--- config.mk ---
export PLATFORM = sky130hd
export DESIGN_NAME = priority_address_range_decoder
export DESIGN_NICKNAME = d
export VERILOG_FILES = /design/src/rtl/pard_pkg.sv /design/src/rtl/pard_table.sv /design/src/rtl/pard_match.sv /design/src/rtl/priority_address_range_decoder.sv
export SDC_FILE = /design/constraint.sdc
export NUM_CORES = 1
export LEC_CHECK = 0
export ABC_AREA = 0
export BUFFER_PORTS_ARGS = -buffer_cell sky130_fd_sc_hd__buf_2
export CAP_MARGIN = 20
export CORE_UTILIZATION = 40
export CTS_CLUSTER_DIAMETER = 200
export DETAILED_ROUTE_END_ITERATION = 6
export PLACE_DENSITY = 0.68
export SLEW_MARGIN = 20
export SYNTH_ARGS = -nofsm -noshare
export SYNTH_HDL_FRONTEND = slang
export SYNTH_SLANG_ARGS = --single-unit
--- constraint.sdc ---
create_clock -name clock -period 6.1 [get_ports clock]
set_input_delay 0.61 -clock clock [delete_from_list [all_inputs] [get_ports clock]]
set_output_delay 0.61 -clock clock [all_outputs]
set_load 0.1 [all_outputs]
--- src/rtl/pard_pkg.sv ---
`timescale 1ns / 1ps

package pard_pkg;

   localparam int DEF_MAX_ENTRIES = 16;
   localparam int DEF_ADDR_BITS   = 16;

   localparam logic [2:0] OP_ADD     = 3'd0;
   localparam logic [2:0] OP_REMOVE  = 3'd1;
   localparam logic [2:0] OP_RD_BYTE = 3'd2;
   localparam logic [2:0] OP_RD_WORD = 3'd3;
   localparam logic [2:0] OP_WR_BYTE = 3'd4;
   localparam logic [2:0] OP_WR_WORD = 3'd5;

   localparam logic [1:0] ST_OK       = 2'd0;
   localparam logic [1:0] ST_FULL     = 2'd1;
   localparam logic [1:0] ST_NO_ID    = 2'd2;
   localparam logic [1:0] ST_UNMAPPED = 2'd3;

   typedef struct packed {
      logic [2:0]  operation;
      logic [7:0]  mapping_id;
      logic [7:0]  device_id;
      logic [15:0] range_start;
      logic [15:0] range_end;
      logic [15:0] address;
      logic [15:0] write_data;
   } req_type;

   typedef struct packed {
      logic [1:0]  status;
      logic [7:0]  target_device;
      logic [1:0]  access_kind;
      logic [15:0] access_address;
      logic [15:0] access_data;
      logic [7:0]  root_device;
      logic [4:0]  entries_used;
   } rsp_type;

endpackage

--- src/rtl/pard_table.sv ---
`timescale 1ns / 1ps

module pard_table
   import pard_pkg::*;
#(
   parameter int DEPTH = DEF_MAX_ENTRIES,
   parameter int WIDTH = 16 + 2 * DEF_ADDR_BITS
) (
   input  logic                     clock,
   input  logic                     wr_en,
   input  logic [$clog2(DEPTH)-1:0] wr_addr,
   input  logic [WIDTH-1:0]         wr_data,
   input  logic                     rd_en,
   input  logic [$clog2(DEPTH)-1:0] rd_addr,
   output logic [WIDTH-1:0]         rd_data
);

   logic [WIDTH-1:0] mem [DEPTH];
   logic [WIDTH-1:0] rd_data_ff;

   always_ff @(posedge clock) begin
      if (wr_en) begin
         mem[wr_addr] <= wr_data;
      end
      if (rd_en) begin
         rd_data_ff <= mem[rd_addr];
      end
   end

   assign rd_data = rd_data_ff;

endmodule

--- src/rtl/pard_match.sv ---
`timescale 1ns / 1ps

module pard_match
   import pard_pkg::*;
#(
   parameter int ADDR_BITS = DEF_ADDR_BITS
) (
   input  logic [16+2*ADDR_BITS-1:0] entry,
   input  logic                      by_id,
   input  logic [7:0]                key_id,
   input  logic [ADDR_BITS-1:0]      key_addr,
   output logic                      hit,
   output logic [7:0]                device
);

   // An entry is packed as mapping id, device id, first address, last address.
   localparam int ENTRY_W = 16 + 2 * ADDR_BITS;

   logic [7:0]           entry_id;
   logic [ADDR_BITS-1:0] entry_start;
   logic [ADDR_BITS-1:0] entry_end;

   assign entry_id    = entry[ENTRY_W-1 -: 8];
   assign device      = entry[ENTRY_W-9 -: 8];
   assign entry_start = entry[2*ADDR_BITS-1 -: ADDR_BITS];
   assign entry_end   = entry[ADDR_BITS-1:0];

   always_comb begin
      if (by_id) begin
         hit = (entry_id == key_id);
      end else begin
         hit = (entry_start <= key_addr) && (key_addr <= entry_end);
      end
   end

endmodule

--- src/rtl/priority_address_range_decoder.sv ---
`timescale 1ns / 1ps

// Channel  Direction  Payload   Handshake
// req      in         req_type  req_valid / req_stall
// rsp      out        rsp_type  rsp_valid / rsp_stall
//
// The table sits in a memory with one read and one write port, and a single compare
// unit checks one entry per cycle. rsp_valid rises after the walk, a read of the last
// entry for the root device and a registered result; a walk covers at most MAX_ENTRIES
// entries, an add then writes its entry, and a full-table add or unused code walks none.
// Reset empties the table at once; entries are never cleared. The block takes one
// transaction at a time, holds req_stall high until the result is taken, and holds it.

module priority_address_range_decoder
   import pard_pkg::*;
#(
   parameter int MAX_ENTRIES = DEF_MAX_ENTRIES,
   parameter int ADDR_BITS   = DEF_ADDR_BITS
) (
   input  logic    clock,
   input  logic    reset,
   input  logic    req_valid,
   output logic    req_stall,
   input  req_type req_data,
   output logic    rsp_valid,
   input  logic    rsp_stall,
   output rsp_type rsp_data
);

   localparam int CNT_W   = $clog2(MAX_ENTRIES + 1);
   localparam int IDX_W   = $clog2(MAX_ENTRIES);
   localparam int ENTRY_W = 16 + 2 * ADDR_BITS;

   localparam logic [2:0] S_IDLE      = 3'd0;
   localparam logic [2:0] S_SCAN      = 3'd1;
   localparam logic [2:0] S_CLOSE     = 3'd2;
   localparam logic [2:0] S_SHIFT     = 3'd3;
   localparam logic [2:0] S_INSERT    = 3'd4;
   localparam logic [2:0] S_ROOT_RD   = 3'd5;
   localparam logic [2:0] S_ROOT_WAIT = 3'd6;
   localparam logic [2:0] S_OUT       = 3'd7;

   logic [2:0]       state_ff, state_in;
   req_type          req_ff, req_in;
   logic [CNT_W-1:0] idx_ff, idx_in;
   logic [CNT_W-1:0] count_ff, count_in;
   logic [1:0]       status_ff, status_in;
   logic [7:0]       tdev_ff, tdev_in;
   logic             rsp_valid_ff, rsp_valid_in;
   rsp_type          rsp_ff, rsp_in;
   logic             rd_valid_ff;
   logic [IDX_W-1:0] rd_addr_ff;

   logic               rd_en;
   logic [IDX_W-1:0]   rd_addr;
   logic               wr_en;
   logic [IDX_W-1:0]   wr_addr;
   logic [ENTRY_W-1:0] wr_data;
   logic [ENTRY_W-1:0] rd_entry;
   logic               match_hit;
   logic [7:0]         match_device;
   logic [CNT_W-1:0]   idx_inc;
   logic [CNT_W-1:0]   idx_dec;
   logic [CNT_W-1:0]   count_dec;
   logic               more_up;
   logic               is_access;
   logic               is_remove;
   logic [ADDR_BITS-1:0] addr_key;

   assign idx_inc   = idx_ff + CNT_W'(1);
   assign idx_dec   = idx_ff - CNT_W'(1);
   assign count_dec = count_ff - CNT_W'(1);
   assign more_up   = (idx_ff < count_ff);
   assign is_remove = (req_ff.operation == OP_REMOVE);
   assign addr_key  = ADDR_BITS'(req_ff.address);

   always_comb begin
      case (req_ff.operation)
         OP_RD_BYTE, OP_RD_WORD, OP_WR_BYTE, OP_WR_WORD: is_access = 1'b1;
         default: is_access = 1'b0;
      endcase
   end

   pard_table #(
      .DEPTH (MAX_ENTRIES),
      .WIDTH (ENTRY_W)
   ) u_table (
      .clock   (clock),
      .wr_en   (wr_en),
      .wr_addr (wr_addr),
      .wr_data (wr_data),
      .rd_en   (rd_en),
      .rd_addr (rd_addr),
      .rd_data (rd_entry)
   );

   pard_match #(
      .ADDR_BITS (ADDR_BITS)
   ) u_match (
      .entry    (rd_entry),
      .by_id    (is_remove),
      .key_id   (req_ff.mapping_id),
      .key_addr (addr_key),
      .hit      (match_hit),
      .device   (match_device)
   );

   always_comb begin
      state_in     = state_ff;
      req_in       = req_ff;
      idx_in       = idx_ff;
      count_in     = count_ff;
      status_in    = status_ff;
      tdev_in      = tdev_ff;
      rsp_valid_in = rsp_valid_ff;
      rsp_in       = rsp_ff;
      rd_en        = 1'b0;
      rd_addr      = idx_ff[IDX_W-1:0];
      wr_en        = 1'b0;
      wr_addr      = rd_addr_ff;
      wr_data      = rd_entry;

      case (state_ff)
         S_IDLE: begin
            if (req_valid) begin
               req_in    = req_data;
               status_in = ST_OK;
               tdev_in   = '0;
               idx_in    = '0;
               case (req_data.operation)
                  OP_ADD: begin
                     if (count_ff == CNT_W'(MAX_ENTRIES)) begin
                        status_in = ST_FULL;
                        state_in  = S_ROOT_RD;
                     end else begin
                        idx_in   = count_ff;
                        state_in = S_SHIFT;
                     end
                  end
                  OP_REMOVE, OP_RD_BYTE, OP_RD_WORD, OP_WR_BYTE, OP_WR_WORD: begin
                     state_in = S_SCAN;
                  end
                  default: begin
                     state_in = S_ROOT_RD;
                  end
               endcase
            end
         end
         S_SCAN: begin
            // Reads run one entry ahead of the compare.
            rd_en = more_up;
            if (more_up) begin
               idx_in = idx_inc;
            end
            if (rd_valid_ff && match_hit) begin
               if (is_remove) begin
                  state_in = S_CLOSE;
               end else begin
                  tdev_in  = match_device;
                  state_in = S_ROOT_RD;
               end
            end else if (!more_up) begin
               status_in = is_remove ? ST_NO_ID : ST_UNMAPPED;
               state_in  = S_ROOT_RD;
            end
         end
         S_CLOSE: begin
            rd_en = more_up;
            if (more_up) begin
               idx_in = idx_inc;
            end
            if (rd_valid_ff) begin
               wr_en   = 1'b1;
               wr_addr = rd_addr_ff - IDX_W'(1);
            end
            if (!more_up) begin
               count_in = count_dec;
               state_in = S_ROOT_RD;
            end
         end
         S_SHIFT: begin
            rd_en   = (idx_ff != '0);
            rd_addr = idx_dec[IDX_W-1:0];
            if (idx_ff != '0) begin
               idx_in = idx_dec;
            end
            if (rd_valid_ff) begin
               wr_en   = 1'b1;
               wr_addr = rd_addr_ff + IDX_W'(1);
            end
            if (idx_ff == '0) begin
               state_in = S_INSERT;
            end
         end
         S_INSERT: begin
            wr_en    = 1'b1;
            wr_addr  = '0;
            wr_data  = {req_ff.mapping_id, req_ff.device_id,
                        ADDR_BITS'(req_ff.range_start), ADDR_BITS'(req_ff.range_end)};
            count_in = count_ff + CNT_W'(1);
            state_in = S_ROOT_RD;
         end
         S_ROOT_RD: begin
            rd_en    = 1'b1;
            rd_addr  = (count_ff == '0) ? '0 : count_dec[IDX_W-1:0];
            state_in = S_ROOT_WAIT;
         end
         S_ROOT_WAIT: begin
            rsp_in.status         = status_ff;
            rsp_in.target_device  = tdev_ff;
            rsp_in.access_kind    = '0;
            rsp_in.access_address = '0;
            rsp_in.access_data    = '0;
            if (is_access && status_ff == ST_OK) begin
               rsp_in.access_kind    = 2'(req_ff.operation - OP_RD_BYTE);
               rsp_in.access_address = 16'(addr_key);
               if (req_ff.operation == OP_WR_BYTE) begin
                  rsp_in.access_data = {8'h00, req_ff.write_data[7:0]};
               end else if (req_ff.operation == OP_WR_WORD) begin
                  rsp_in.access_data = req_ff.write_data;
               end
            end
            rsp_in.root_device  = (count_ff == '0) ? 8'h00 : match_device;
            rsp_in.entries_used = 5'(count_ff);
            rsp_valid_in        = 1'b1;
            state_in            = S_OUT;
         end
         S_OUT: begin
            if (!rsp_stall) begin
               rsp_valid_in = 1'b0;
               state_in     = S_IDLE;
            end
         end
         default: begin
            state_in = S_IDLE;
         end
      endcase
   end

   always_ff @(posedge clock) begin
      if (reset) begin
         state_ff     <= S_IDLE;
         count_ff     <= '0;
         rsp_valid_ff <= 1'b0;
         rd_valid_ff  <= 1'b0;
      end else begin
         state_ff     <= state_in;
         count_ff     <= count_in;
         rsp_valid_ff <= rsp_valid_in;
         rd_valid_ff  <= rd_en;
      end
   end

   always_ff @(posedge clock) begin
      req_ff     <= req_in;
      idx_ff     <= idx_in;
      status_ff  <= status_in;
      tdev_ff    <= tdev_in;
      rsp_ff     <= rsp_in;
      rd_addr_ff <= rd_addr;
   end

   assign req_stall = (state_ff != S_IDLE);
   assign rsp_valid = rsp_valid_ff;
   assign rsp_data  = rsp_ff;

   a_busy_after_accept: assert property (@(posedge clock) disable iff (reset)
      (req_valid && !req_stall) |=> (state_ff != S_IDLE))
      else $error("transaction accepted but sequencer stayed idle");

   a_count_bound: assert property (@(posedge clock) disable iff (reset)
      count_ff <= CNT_W'(MAX_ENTRIES))
      else $error("entry count above table depth");

   a_count_only_on_update: assert property (@(posedge clock) disable iff (reset)
      (state_ff != S_INSERT && state_ff != S_CLOSE) |=> $stable(count_ff))
      else $error("entry count changed outside insert or close");

   a_valid_only_in_out: assert property (@(posedge clock) disable iff (reset)
      rsp_valid_ff |-> (state_ff == S_OUT))
      else $error("result valid outside the output state");

endmodule
==> impl_metrics.ini, run 1 <==
[synth]
synth_top_cell_by_area = edfxtp_1
area_share_of_the_largest_cell_type_after_synthesis_pct = 73.4
synth.yosys.seq_area_share_pct = 74.1
synth_warnings = 0
synth.distinct_cells = 61
synthAdderAreaFrac_pct = 1.35
synth-edff-count = 971
netlist_instances = 2389
synth.cell_area_mm2 = 0.0397
post-synth-top-count-cell = edfxtp_1
synth_async_sr_flop_share_pct = 0
top_cells_by_count_synth = 971 x edfxtp_1, 233 x nand2_1, 201 x mux2_2, 195 x o211ai_1, 192 x mux2i_1
synth.ff_latch_count = 985
postSynthAreaPerCell_um2 = 16.6
synth_simple_gate_area_share_pct = 5.20
synthFlopType = edfxtp_1
synth-xor-area-share_pct = 0.507
synth_compound_area_share_pct = 5.50
largest_family_of_logic_cells_by_synthesized_area = multiplexers
synth.area.top_cells = edfxtp_1 73%, mux2_2 5.7%, mux2i_1 4.8%
syn-num-nets = 2519
synth.area.mux_share_pct = 11.2

[route]
detail_route.vias_per_cell = 5.43
drcViolationCount = 0
drtAntennaViolNets = 0
detailroute.via_count = 21300
post_drt_wl_per_cell_um = 23.2
first_pass_iters = 5
drtIter0Drc = 1977
wl_mm = 91.0

[power]
total_power_uw = 24900
power.leakage_uw = 0.0153
irDropWorstVdd_mv = 0.568
power.density_mw_per_mm2 = 549

[die]
fp.dieArea_mm2 = 0.101
die_x_extent_um = 317
floorplan.io_pins = 146
placementRows = 115
initial_core_utilization_pct = 40.3
floorplan.core_area_mm2 = 0.0984
fp.dieH_um = 317

[timing]
finalHoldViolCount = 0
layout_min_cycle_time_ps = 4300
report.final.setup_viol = 0
grt_setup_unrepaired = no
finClkSkew_ps = 29.4
drv_slew = 0
final_min_period_over_clock_period_pct = 70.5
tns_ps = 0
max_clock_freq_ghz = 0.233
max_slew.worst_pin.slew_ps = 1140
slew-limit-headroom_pct = 23.9

[finish]
finalNetCount = 2690
area_growth_pct = 14.1
finish.instance_area_mm2 = 0.0453
insertedDiodeCount = 0
layout-drive-gt1-share_pct = 22.0

[critical_path]
arrival_ps = 4590
end_kind = register
critical_path_class = reg2reg
worstSetupStartpointType = register
critical_path_peak_fanout = 27
worst_ep_required_time_ps = 6390

[cts]
clock_insertion_delay_worst_skew_ps = 660
clock_tree.root_cell = clkbuf_16
cts.hold.buffers_added = 0
cts-root-to-sink-buffers = 3
cts_tree = built
cts_buffers = 95
postCtsSetupRepairBufs = 0
cts.repair.resized = 0
htree_levels = 3
cts.reportedPaths.clkPinSlew_ps = 60
cts_sinks = 985

[placement]
gp_congestion = 0.816
postPlaceCellArea_mm2 = 0.0421
port_buffers = 145
hpwl_mm = 53.3

[global_routing]
wire_length_of_the_first_global_routing_pass_mm = 135
antenna_found_initial = 8
first_global_vias = 21600
grt_max_degree = 247
grtUsageTotal_pct = 18.0
total_global_routing_overflow = 0

[status]
run_status = completed

[worst_hold_path]
hp-class = in2reg

[flow_run]
maxCapViolations = 0
registers in the layout, summed over array words and instances (netlist names), 4 cells and up:
signal / count
u_table.mem: 768
req_ff: 67
rsp_data: 57
u_table.rd_data: 48
addr_key: 16
tdev_ff: 8
count_ff: 5
idx_ff: 5
rd_addr_ff: 4
per-layer routing:
metal | track usage (%) | wire length [um] | vias to the layer above
met5 | 0 | 50 | -
met4 | 5.91 | 2240 | 8
met3 | 3.14 | 5910 | 138
met2 | 29.7 | 43900 | 701
met1 | 24.1 | 38900 | 10800
li1 | - | - | 9661
metrics by stage:
stage	hold slack (ps)	worst slack, ps	std cells	utilization (%)
2_1_floorplan	400	550	2389	-
3_3_place_gp	410	1780	3746	42.8
3_5_place_dp	410	1680	3747	42.8
4_1_cts	86.2	1660	3919	45.9
5_1_grt	110	1400	3922	46.0
6_report	122	1800	3922	46.0
layout by cell type (no fill, tap or decap), types with 22 or more instances in the layout:
master,netlist,layout
nor2_4,0,22
mux2_2,201,201
nand4_1,58,58
nor2_1,45,25
o21ai_0,35,31
mux2i_1,192,192
mux2_1,24,24
edfxtp_1,971,971
clkbuf_16,0,95
ha_1,43,43
nand2_1,233,233
buf_2,89,145
o211ai_1,195,195
inv_1,45,45
buf_4,6,53
a21oi_1,22,22
worst max-delay path, cell delays in order (launching register included):
cell	delay, ps
dfxtp_1	920
nor2b_1	530
nand2_1	180
a211oi_1	460
nand4_1	470
nor2_4	820
buf_4	540
final cells by class:
class,instances,area [um^2]
Fill cell,8332,53100
Timing Repair Buffer,208,1350
Sequential cell,985,29400
Clock buffer,112,2450
Tap cell,1287,1610
Multi-Input combinational cell,1224,9650
Inverter,46,173
Clock inverter,60,631
logic make-up after synthesis:
group | after synthesis
DFF | 985
and+or+nand+nor | 437
muxes | 417
AOI/OAI and AO/OA | 304
buffers and inverters | 180
adders and majority gates | 43
xor gates and xnor gates | 23
power by group:
| group | switching (uW) | internal, uW |
|---|---|---|
| combinational | 5940 | 2980 |
| sequential | 504 | 9600 |
| clock | 2470 | 3380 |
| total | 8910 | 16000 |
worst paths after layout:
| check | cells past startpoint | start | endpoint | slack (ps) |
|---|---|---|---|---|
| setup / recovery | 6 | state_ff[1] | u_table.mem[3][33] | 1800 |
| hold / removal | 1 | req_data[55] | req_ff[55] | 120 |
| setup reg to reg | 6 | state_ff[1] | u_table.mem[3][33] | 1800 |
| hold reg to reg | 0 | tdev_ff[5] | rsp_data[52] | 420 |
(Power assumes the default switching activity.)
==> run 2: changes to the inputs <==
==> constraint.sdc (replaced) <==
create_clock -name clock -period 3.97 [get_ports clock]
set_input_delay 0.397 -clock clock [delete_from_list [all_inputs] [get_ports clock]]
set_output_delay 0.397 -clock clock [all_outputs]
set_load 0.1 [all_outputs]
==> impl_metrics.ini, run 2 (synthesis gave the netlist of run 1 again) <==
[finish]
most_used_cells_in_the_layout_excluding_fill_and_tap_cells = 971 x edfxtp_1, 233 x nand2_1, 201 x mux2_2, 195 x o211ai_1, 192 x mux2i_1
finalNetCount = 2798
layout-drive-gt1-share_pct = 22.0
regMostFlops = u_table.mem
area_growth_pct = 17.1
most_common_cell_after_layout_fill_and_taps_aside = edfxtp_1
largest_register_ffs = 768
instances_no_fill = 4029
fin_util_pct = 47.2
insertedDiodeCount = 0

[route]
first_pass_iters = 5
post_drt_wl_per_cell_um = 23.1
drtAntennaViolNets = 0
detailroute.via_count = 21800
wl_mm = 93.1
drcViolationCount = 0
detail_route.vias_per_cell = 5.42
drtIter0Drc = 2127

[status]
run_status = completed

[flow_run]
maxCapViolations = 0

[timing]
drv_slew = 0
grt_setup_unrepaired = no
finClkSkew_ps = 18.9
slew-limit-headroom_pct = 30.6
max_slew.worst_pin.slew_ps = 1030
layout_min_cycle_time_ps = 3510
report.final.setup_viol = 0
fin_ws_ps = 457
fin_worst_hold_slack_ps = 149
finalHoldViolCount = 0
max_clock_freq_ghz = 0.285
final_min_period_over_clock_period_pct = 88.5

[worst_hold_path]
hp-class = in2reg
cell_depth_of_the_worst_hold_path = 4

[die]
placementRows = 115
floorplan.core_area_mm2 = 0.0984
die_x_extent_um = 317
floorplan.io_pins = 146
fp.dieH_um = 317
fp.dieArea_mm2 = 0.101
initial_core_utilization_pct = 40.3

[cts]
cts_tree = built
cts-root-to-sink-buffers = 3
clock_tree.root_cell = clkbuf_16
clock_insertion_delay_worst_skew_ps = 680
cts.reportedPaths.clkPinSlew_ps = 60
cts_sinks = 985
cts_buffers = 97
htree_levels = 3

[placement]
gp_congestion = 0.810
placed_cell_count = 3769
pre_cts_ws_ps = 447
hpwl_mm = 52.3
port_buffers = 145

[critical_path]
worstSetupStartpointType = register
critical_path_class = reg2reg
rr_worst_depth = 7
critical_path.cell_chain = ha_1 -> nand4_1 -> or4_1 -> nor2b_1 -> a221o_1 -> o32ai_1 -> buf_4
worst_ep_required_time_ps = 4340
end_kind = register
critical_path_peak_fanout = 8
arrival_ps = 3890
slowest_stage = or4_1
worst_path_largest_cell_delay_ps = 720

[power]
power.density_mw_per_mm2 = 825
cell_internal_pwr_uw = 24700
power.combinational.fraction_pct = 36.6
power.switching_fraction_pct = 35.7
irDropWorstVdd_mv = 0.898
power.leakage_uw = 0.0158
seq_power_share_pct = 40.3
pwr-share-clk_pct = 23.2
netSwitchingPower_uw = 13700

[global_routing]
grtUsageTotal_pct = 18.4
wire_length_of_the_first_global_routing_pass_mm = 137
first_global_vias = 21700
antenna_found_initial = 2
total_global_routing_overflow = 0
grt_max_degree = 99
[run 2: cell count changes in the layout (fill, tap and decap cells not counted), sizes merged]
| cell | change |
|---|---|
| dlygate4sd3 | +84 |
| clkbuf | +7 |
| inv | +5 |
| clkinv | -4 |
| bufinv | -5 |
| buf | +22 |
| clkinvlp | -2 |
[run 2: power groups by stage]
| stage | clock (uW) | sequential [uW] | combinational, uW |
|---|---|---|---|
| 2_1_floorplan | 0 | 15700 | 9620 |
| 3_3_place_gp | 0 | 15600 | 13400 |
| 3_5_place_dp | 0 | 15700 | 13900 |
| 4_1_cts | 9040 | 15500 | 14000 |
| 5_1_grt | 9450 | 15500 | 15200 |
| 6_report | 8900 | 15400 | 14000 |
[run 2: repair_timing]
item / 4_1_cts / 5_1_grt
hold endpoints to repair: 89 / 0
setup endpoints to repair: 0 / 0
buffers inserted: 0 / 0
resized for setup: 0 / 0
hold buffers: 84 / 0
[run 2: per-layer routing]
metal,track usage (%),up-vias,share of wire (%)
met5,0,-,0
met2,30.7,789,49
li1,-,9891,-
met4,6.25,0,2.7
met3,2.72,150,5.9
met1,24.6,11000,43
[run 2: path summary, 6_finish.rpt]
kind | endpoint | from | slack (ps)
max | tdev_ff[6] | addr_key[14] | 460
min | rsp_valid | rsp_stall | 150
min reg2reg | rsp_data[54] | tdev_ff[7] | 420
max reg2reg | tdev_ff[6] | addr_key[14] | 460
[run 2: metrics by stage]
stage	setup TNS [ps]	total power, uW	cell area, um^2
2_1_floorplan	-89250	25300	39700
3_3_place_gp	0	29000	42600
3_5_place_dp	0	29500	42600
4_1_cts	0	38500	46500
5_1_grt	0	40200	46500
6_report	0	38400	46500
[run 2: critical path: cells and delay by family, from the launching register on]
kind	cells	cell delay, ps
AO/OA/AOI/OAI	2	830
AND/OR/NAND/NOR	3	1270
adder cells (fa/ha/maj)	1	350
buffers and inverters	1	260
flip-flops	1	500
[run 2: final cells by class]
| cell class | instances | area (um^2) |
|---|---|---|
| Timing Repair Buffer | 314 | 2570 |
| Fill cell | 8188 | 51900 |
| Inverter | 46 | 173 |
| Sequential cell | 985 | 29400 |
| Clock buffer | 119 | 2530 |
| Clock inverter | 54 | 529 |
| Tap cell | 1287 | 1610 |
| Multi-Input combinational cell | 1224 | 9640 |
